`src/rtl/csvfe_pkg.sv`:
```
// Package for the CSV record/field extractor.
// Holds the character codes, phase and result-kind enums and the structs passed between modules.
// No dependencies.
`timescale 1ns / 1ps
`default_nettype none

package csvfe_pkg;

    localparam logic [7:0] CH_QUOTE = 8'h22;
    localparam logic [7:0] CH_COMMA = 8'h2C;
    localparam logic [7:0] CH_LF    = 8'h0A;
    localparam logic [7:0] CH_CR    = 8'h0D;

    localparam int unsigned REC_CMP_W = 25;

    localparam logic [2:0] CFG_TARGET_RECORD = 3'd0;
    localparam logic [2:0] CFG_TARGET_FIELD  = 3'd1;
    localparam logic [2:0] CFG_MAX_LENGTH    = 3'd2;
    localparam logic [2:0] CFG_RECORD_COUNT  = 3'd3;
    localparam logic [2:0] CFG_FIELD_COUNT   = 3'd4;

    typedef enum logic [1:0] {
        PH_SEEK,
        PH_SCAN,
        PH_DONE
    } phase_t;

    typedef enum logic [2:0] {
        K_BYTE,
        K_OK,
        K_NOTFOUND,
        K_LONG,
        K_RANGE
    } kind_t;

    typedef struct packed {
        logic [15:0] target_record;
        logic [7:0]  target_field;
        logic [11:0] len_lim;
        logic        range_bad;
    } cfg_t;

    typedef struct packed {
        logic        valid;
        logic [7:0]  out_byte;
        kind_t       kind;
        logic [11:0] value_length;
    } result_t;

endpackage

`default_nettype wire

```
`src/rtl/csvfe_cfg.sv`:
```
// Configuration registers of the CSV record/field extractor.
// Derives the length limit and the range-check flag; uses csvfe_pkg.
`timescale 1ns / 1ps
`default_nettype none

module csvfe_cfg #(
    parameter int unsigned MAX_VALUE_BYTES = 4096,
    parameter int unsigned MAX_RECORDS     = 65536
) (
    input  wire logic               aclk,
    input  wire logic               aresetn,
    input  wire logic               cfg_wr_en,
    input  wire logic [2:0]         cfg_index,
    input  wire logic [16:0]        cfg_data,
    output csvfe_pkg::cfg_t         cfg
);
    import csvfe_pkg::*;

    localparam int unsigned LenCapI =
        ((MAX_VALUE_BYTES - 1) > 4095) ? 4095 : (MAX_VALUE_BYTES - 1);
    localparam logic [11:0]            LEN_CAP = 12'(LenCapI);
    localparam logic [REC_CMP_W-1:0]   REC_CAP = REC_CMP_W'(MAX_RECORDS);

    logic [15:0] target_record_reg;
    logic [7:0]  target_field_reg;
    logic [11:0] max_length_reg;
    logic [16:0] record_count_reg;
    logic [8:0]  field_count_reg;

    logic [REC_CMP_W-1:0] rc_ext;
    logic [REC_CMP_W-1:0] rc_lim;

    always_ff @(posedge aclk) begin
        if (!aresetn) begin
            target_record_reg <= '0;
            target_field_reg  <= '0;
            max_length_reg    <= 12'd4095;
            record_count_reg  <= '0;
            field_count_reg   <= 9'd1;
        end else if (cfg_wr_en) begin
            unique case (cfg_index)
                CFG_TARGET_RECORD: target_record_reg <= cfg_data[15:0];
                CFG_TARGET_FIELD:  target_field_reg  <= cfg_data[7:0];
                CFG_MAX_LENGTH:    max_length_reg    <= cfg_data[11:0];
                CFG_RECORD_COUNT:  record_count_reg  <= cfg_data;
                CFG_FIELD_COUNT:   field_count_reg   <= cfg_data[8:0];
                default: ;
            endcase
        end
    end

    always_comb begin
        rc_ext = REC_CMP_W'(record_count_reg);
        rc_lim = (rc_ext > REC_CAP) ? REC_CAP : rc_ext;
        cfg.target_record = target_record_reg;
        cfg.target_field  = target_field_reg;
        cfg.len_lim       = (max_length_reg > LEN_CAP) ? LEN_CAP : max_length_reg;
        cfg.range_bad     = (REC_CMP_W'(target_record_reg) >= rc_lim) ||
                            ({1'b0, target_field_reg} >= field_count_reg);
    end

endmodule

`default_nettype wire

```
`src/rtl/csvfe_scan.sv`:
```
// Scan state and per-byte step logic of the CSV record/field extractor.
// Updates record/field/quote/length state once per processed item; uses csvfe_pkg.
`timescale 1ns / 1ps
`default_nettype none

module csvfe_scan (
    input  wire logic               aclk,
    input  wire logic               aresetn,
    input  wire logic               fire,
    input  wire logic [7:0]         data_byte,
    input  wire logic               end_of_data,
    input  csvfe_pkg::cfg_t         cfg,
    output csvfe_pkg::result_t      res
);
    import csvfe_pkg::*;

    phase_t      phase_reg, phase_next;
    logic [15:0] line_reg, line_next;
    logic [7:0]  field_reg, field_next;
    logic        quoted_reg, quoted_next;
    logic [11:0] char_reg, char_next;
    logic        seen_reg, seen_next;

    always_ff @(posedge aclk) begin
        if (!aresetn) begin
            phase_reg  <= PH_SEEK;
            line_reg   <= '0;
            field_reg  <= '0;
            quoted_reg <= 1'b0;
            char_reg   <= '0;
            seen_reg   <= 1'b0;
        end else if (fire) begin
            phase_reg  <= phase_next;
            line_reg   <= line_next;
            field_reg  <= field_next;
            quoted_reg <= quoted_next;
            char_reg   <= char_next;
            seen_reg   <= seen_next;
        end
    end

    always_comb begin
        logic        rng_stop;
        logic [12:0] char_inc;
        phase_t      ph;

        phase_next  = phase_reg;
        line_next   = line_reg;
        field_next  = field_reg;
        quoted_next = quoted_reg;
        char_next   = char_reg;
        seen_next   = seen_reg;
        res         = '0;
        rng_stop    = 1'b0;
        char_inc    = {1'b0, char_reg} + 13'd1;
        ph          = phase_reg;

        // first item of a query carries the range check
        if (phase_reg == PH_SEEK && !seen_reg) begin
            seen_next = 1'b1;
            if (cfg.range_bad) begin
                rng_stop   = 1'b1;
                phase_next = PH_DONE;
                res.valid  = 1'b1;
                res.kind   = K_RANGE;
            end
        end

        if (!rng_stop) begin
            if (ph == PH_SEEK && line_reg == cfg.target_record) begin
                ph = PH_SCAN;
            end
            phase_next = ph;
            if (end_of_data) begin
                if (ph == PH_SCAN) begin
                    res.valid = 1'b1;
                    if (field_reg == cfg.target_field) begin
                        res.kind         = K_OK;
                        res.value_length = char_reg;
                    end else begin
                        res.kind = K_NOTFOUND;
                    end
                end else if (ph == PH_SEEK) begin
                    res.valid = 1'b1;
                    res.kind  = K_NOTFOUND;
                end
            end else begin
                unique case (ph)
                    PH_SEEK: begin
                        if (data_byte == CH_LF && line_reg != 16'hFFFF) begin
                            line_next = line_reg + 16'd1;
                        end
                    end
                    PH_SCAN: begin
                        if (char_reg == '0 && data_byte == CH_QUOTE) begin
                            quoted_next = !quoted_reg;
                        end else if (field_reg == cfg.target_field) begin
                            if (data_byte == CH_QUOTE ||
                                (!quoted_reg && (data_byte == CH_COMMA ||
                                 data_byte == CH_LF || data_byte == CH_CR))) begin
                                phase_next       = PH_DONE;
                                res.valid        = 1'b1;
                                res.kind         = K_OK;
                                res.value_length = char_reg;
                            end else begin
                                char_next = char_inc[11:0];
                                res.valid = 1'b1;
                                if (char_inc > {1'b0, cfg.len_lim}) begin
                                    phase_next = PH_DONE;
                                    res.kind   = K_LONG;
                                end else begin
                                    res.kind     = K_BYTE;
                                    res.out_byte = data_byte;
                                end
                            end
                        end else begin
                            if (!quoted_reg && data_byte == CH_COMMA &&
                                field_reg != 8'hFF) begin
                                field_next = field_reg + 8'd1;
                            end
                            if (data_byte == CH_LF) begin
                                phase_next = PH_DONE;
                                res.valid  = 1'b1;
                                res.kind   = K_NOTFOUND;
                            end
                        end
                    end
                    default: ;
                endcase
            end
        end

        // end of data re-arms the query
        if (end_of_data) begin
            phase_next  = PH_SEEK;
            line_next   = '0;
            field_next  = '0;
            quoted_next = 1'b0;
            char_next   = '0;
            seen_next   = 1'b0;
        end
    end

    a_quoted_not_seek: assert property (@(posedge aclk) disable iff (!aresetn)
        quoted_reg |-> phase_reg != PH_SEEK)
        else $error("quote mode set while seeking record");

    a_count_not_seek: assert property (@(posedge aclk) disable iff (!aresetn)
        char_reg != '0 |-> phase_reg != PH_SEEK)
        else $error("value bytes counted while seeking record");

    a_unarmed_clean: assert property (@(posedge aclk) disable iff (!aresetn)
        !seen_reg |-> (phase_reg == PH_SEEK && line_reg == '0 && field_reg == '0))
        else $error("query not re-armed cleanly");

endmodule

`default_nettype wire

```
`src/rtl/csv_record_field_extractor.sv`:
```
// CSV record/field extractor: one input register, single-pass step logic, one result register.
// An accepted item is held in the input register and its result in the result register.
// Throughput: one item per cycle while m_ready is high; an item that gives a result waits
// in the input register only while the previous result is still held.
// Reset (aresetn low, synchronous): pipeline emptied, query armed, config back to defaults.
// Uses csvfe_pkg, csvfe_cfg and csvfe_scan.
`timescale 1ns / 1ps
`default_nettype none

module csv_record_field_extractor #(
    parameter int unsigned MAX_VALUE_BYTES = 4096,
    parameter int unsigned MAX_RECORDS     = 65536
) (
    input  wire logic        aclk,
    input  wire logic        aresetn,
    input  wire logic        s_valid,
    output logic             s_ready,
    input  wire logic [7:0]  s_data_byte,
    input  wire logic        s_end_of_data,
    output logic             m_valid,
    input  wire logic        m_ready,
    output logic [7:0]       m_out_byte,
    output logic [2:0]       m_kind,
    output logic [11:0]      m_value_length,
    input  wire logic        cfg_wr_en,
    input  wire logic [2:0]  cfg_index,
    input  wire logic [16:0] cfg_data
);
    import csvfe_pkg::*;

    cfg_t    cfg;
    result_t res;

    logic        in_valid_reg;
    logic [7:0]  in_byte_reg;
    logic        in_end_reg;
    logic        m_valid_reg;
    logic [7:0]  out_byte_reg;
    logic [2:0]  kind_reg;
    logic [11:0] len_reg;
    logic        out_free;
    logic        adv;

    csvfe_cfg #(
        .MAX_VALUE_BYTES (MAX_VALUE_BYTES),
        .MAX_RECORDS     (MAX_RECORDS)
    ) u_cfg (
        .aclk      (aclk),
        .aresetn   (aresetn),
        .cfg_wr_en (cfg_wr_en),
        .cfg_index (cfg_index),
        .cfg_data  (cfg_data),
        .cfg       (cfg)
    );

    csvfe_scan u_scan (
        .aclk        (aclk),
        .aresetn     (aresetn),
        .fire        (adv),
        .data_byte   (in_byte_reg),
        .end_of_data (in_end_reg),
        .cfg         (cfg),
        .res         (res)
    );

    assign out_free = !m_valid_reg || m_ready;
    assign adv      = in_valid_reg && (!res.valid || out_free);
    assign s_ready  = !in_valid_reg || adv;

    always_ff @(posedge aclk) begin
        if (!aresetn) begin
            in_valid_reg <= 1'b0;
        end else if (s_ready) begin
            in_valid_reg <= s_valid;
        end
    end

    always_ff @(posedge aclk) begin
        if (s_valid && s_ready) begin
            in_byte_reg <= s_data_byte;
            in_end_reg  <= s_end_of_data;
        end
    end

    always_ff @(posedge aclk) begin
        if (!aresetn) begin
            m_valid_reg <= 1'b0;
        end else if (adv && res.valid) begin
            m_valid_reg <= 1'b1;
        end else if (m_ready) begin
            m_valid_reg <= 1'b0;
        end
    end

    always_ff @(posedge aclk) begin
        if (adv && res.valid) begin
            out_byte_reg <= res.out_byte;
            kind_reg     <= res.kind;
            len_reg      <= res.value_length;
        end
    end

    assign m_valid        = m_valid_reg;
    assign m_out_byte     = out_byte_reg;
    assign m_kind         = kind_reg;
    assign m_value_length = len_reg;

    a_byte_zero: assert property (@(posedge aclk) disable iff (!aresetn)
        (m_valid && m_kind != K_BYTE) |-> m_out_byte == '0)
        else $error("status item carries a data byte");

    a_len_zero: assert property (@(posedge aclk) disable iff (!aresetn)
        (m_valid && m_kind != K_OK) |-> m_value_length == '0)
        else $error("length set on non-done item");

    a_no_drop: assert property (@(posedge aclk) disable iff (!aresetn)
        (m_valid && !m_ready) |=> m_valid)
        else $error("pending result lost");

endmodule

`default_nettype wire
```
`config.mk`:
```
export PLATFORM = sky130hd
export DESIGN_NAME = csv_record_field_extractor
export DESIGN_NICKNAME = d
export VERILOG_FILES = /design/src/rtl/csvfe_pkg.sv /design/src/rtl/csvfe_cfg.sv /design/src/rtl/csvfe_scan.sv /design/src/rtl/csv_record_field_extractor.sv
export SDC_FILE = /design/constraint.sdc
export NUM_CORES = 1
export LEC_CHECK = 0
export BUFFER_PORTS_ARGS = -buffer_cell sky130_fd_sc_hd__buf_2
export CORE_MARGIN = 8
export CORE_UTILIZATION = 40
export CTS_BUF_LIST = sky130_fd_sc_hd__clkbuf_2
export CTS_CLUSTER_SIZE = 40
export DETAILED_ROUTE_END_ITERATION = 7
export SYNTH_ARGS = -nofsm -noshare
export SYNTH_HDL_FRONTEND = slang
export SYNTH_SLANG_ARGS = --single-unit
export TNS_END_PERCENT = 20
```
`constraint.sdc`:
```
create_clock -name aclk -period 3.7 [get_ports aclk]
set_clock_uncertainty 0.1 [all_clocks]
set_input_delay 0.185 -clock aclk [delete_from_list [all_inputs] [get_ports aclk]]
set_output_delay 0.185 -clock aclk [all_outputs]
set_load 0.01 [all_outputs]
```
==> impl_metrics.ini <==
[worst_hold_path]
hold_path_startpoint = s_data_byte[5]
min_path_cells = 2
worstHoldEndpoint = in_byte_reg[5]
hp-class = input port to flip-flop

[logic_synthesis]
ys.flop_type = dfxtp_1
avgSynthCellArea_um2 = 8.61
yosys.cell_types.count = 62
synth_warnings = 0
synth.top_cell.area_share = 0.300
syn_nets = 880
synth_edf_count = 32
synth_seq_cells = 136
synthesis.area_um2 = 6940
syn_inst = 806
yosysTopAreaCell = dfxtp_1
ys_seq_area_frac = 0.439
synth.area.top_cells = dfxtp_1, edfxtp_1, nand2_1
async_reset_ff_frac = 0

[worst_setup_path]
reg2reg_depth = 19
r2r-start = u_cfg.record_count_reg[0]
r2r_setup_slack_ns = -0.18
worst-setup-path-type = flip-flop to primary output
reg2reg_to = u_scan.field_reg[7]
end_kind = primary output
cp-start-kind = flip-flop
cp.arrival_ns = 3.64
cp_cell_sequence = nor4_4, nand4_1, nand2_2, buf_12, buf_8, nand2_4, ha_4, and4b_1, o211ai_1, a31o_2, o31ai_4, buf_4, or3_4, buf_6, nand3_4, buf_6
cpMostUsedCell = buf_6
cpPeakStageDelay_ns = 0.38
critPathSlowestCell = dfxtp_2
worstPathMaxFanout = 7
crit_required_ns = 3.41

[floorplanning]
io_pins = 59
core_area_um2 = 17100
initial_core_util = 0.405
die-area_um2 = 21800
die-width_um = 148
fp-row-count = 48
dieHeight_um = 148

[drt]
vias_per_cell = 5.19
wl_per_cell_um = 15.9
routed_wl_um = 18900
num_vias = 6150
drtIter0Drc = 431
drc_errors = 0
dr.pass1.iters = 5
antenna_left = 0

[timing]
rsz0062_at_grt = true
final.setup.tns_ns = -1.89
fin_crit_ns = 3.92
post-route-period-util = 1.06
hold_ws_ns = 0.0914
worst_slack_ns = -0.222
hold_viol_final = 0
slew_violations = 0
fmax_mhz = 255
worstMarginPinSlew_ns = 0.938
slew_headroom = 0.373
setup_viol = 39

[cts]
cts_made_buffers = 17
clk_path_buf_depth = 2
cts_tree = done
insertion_delay_ns = 0.72
h-tree-depth = 4
clk_pin_slew_ns = 0.20
cts-root-buf = clkbuf_2
clock_sinks = 136

[layout]
largest_reg_flops = 17
final_cells = 1185
drive_gt1_frac = 0.220
fillers = 1633
area_growth_pct = 27.9
fin_nets = 1020
multi_input_comb_area_um2 = 3940
final_core_util = 0.518
fin_area_um2 = 8870
register_area_um2 = 3050

[pwr]
p_leak_nw = 3.60
ir_drop_mv = 0.229
finalPower_mw = 3.15
pwr_density_cell_nw_per_um2 = 355

[grt]
grt_max_degree = 58
grt_pass1_wl_um = 29900
antenna_found_initial = 1
grt_pass1_vias = 5820
overflow = 0
grt_usage = 0.172

[placed_design]
gp_congestion = 0.810
port_buffers = 58
place_area_um2 = 7760
hpwl_um = 12900
dp.cells = 1101
place_ws_ns = -0.0696

[run]
maxCapViolCount = 0

[status]
violations = setup timing
outcome = finished, violations left
==> timing repair <==
item                                    CTS  global route
buffers inserted                          6            10
hold buffers                             34             0
resized for setup                        20            56
pin swaps                                14            24
endpoints found under the hold margin    88             0
cloned                                    0             1
endpoints found under the setup margin   51            81
==> area by class of cell <==
| type | count | area share |
|---|---|---|
| clock buffers | 20 | 0.0113 |
| diodes | 1 | 0.000282 |
| flip-flops and latches | 136 | 0.344 |
| repair buffers | 156 | 0.133 |
| multi-input cells | 596 | 0.444 |
| well taps | 225 | 0.0317 |
| clock inverters | 12 | 0.0197 |
| inverters | 39 | 0.0165 |
==> cell usage after synthesis (8+ instances only) <==
master    instances
a21oi_1          79
or3_1            18
nand2_1         169
edfxtp_1         32
inv_1            39
nand4_1          13
nor2_1           28
and3_1           25
nand2b_1          9
nand3_1          19
o21ai_0          24
nor4_1           13
clkbuf_1         31
o31ai_1          11
dfxtp_1         104
and2_1           14
o211ai_1         18
a21o_1            8
xor2_1           19
ha_1             40
xnor2_1          16
==> how the worst max path moves through the flow <==
stage | to | slack [ns] | from
floorplan | in_byte_reg[0] | 0.04 | u_cfg.record_count_reg[3]
global placement | u_scan.field_reg[7] | 0.04 | u_cfg.record_count_reg[0]
detailed placement | u_scan.char_reg[9] | -0.07 | u_cfg.record_count_reg[0]
CTS | s_ready | -0.27 | u_cfg.record_count_reg[7]
global route | s_ready | -0.41 | u_cfg.record_count_reg[0]
finish | s_ready | -0.22 | u_cfg.record_count_reg[0]
==> critical path: cells and delay by family, from the launching register on <==
family	cells	cell delay, ns
compound gates	3	0.41
fa+ha+maj	1	0.21
flops	1	0.38
buf+inv	5	0.62
simple gates	7	1.30
==> kinds of logic after synthesis <==
| logic type | after synthesis | share of synthesized area |
|---|---|---|
| compound gates | 177 | 0.160 |
| xor+xnor | 35 | 0.0442 |
| fa+ha+maj | 40 | 0.0722 |
| buf+inv | 74 | 0.0424 |
| flops | 136 | 0.439 |
| mux | 1 | 0.00144 |
| simple gates | 343 | 0.242 |
==> where the power goes <==
part	switching, mW	internal, mW
clock	0.561	0.450
sequential	0.0362	1.58
combinational	0.285	0.232
==> metal layers <==
metal / up-vias / track usage / part of all wire
li1: 3139 / - / -
met1: 2850 / 0.240 / 0.50
met2: 145 / 0.257 / 0.43
met3: 16 / 0.0379 / 0.053
met4: 0 / 0.0576 / 0.014
met5: - / 0 / 0
==> cell usage in the layout, fill, tap and decap left out, types with 24 or more instances in the layout <==
master | netlist | routed
nor2_1 | 28 | 27
dfxtp_1 | 104 | 99
buf_4 | 0 | 55
and3_1 | 25 | 24
a21oi_1 | 79 | 74
edfxtp_1 | 32 | 32
buf_2 | 1 | 57
inv_1 | 39 | 39
ha_1 | 40 | 31
dlygate4sd3_1 | 0 | 34
nand2_1 | 169 | 162
Power figures use the tool's default switching activity.
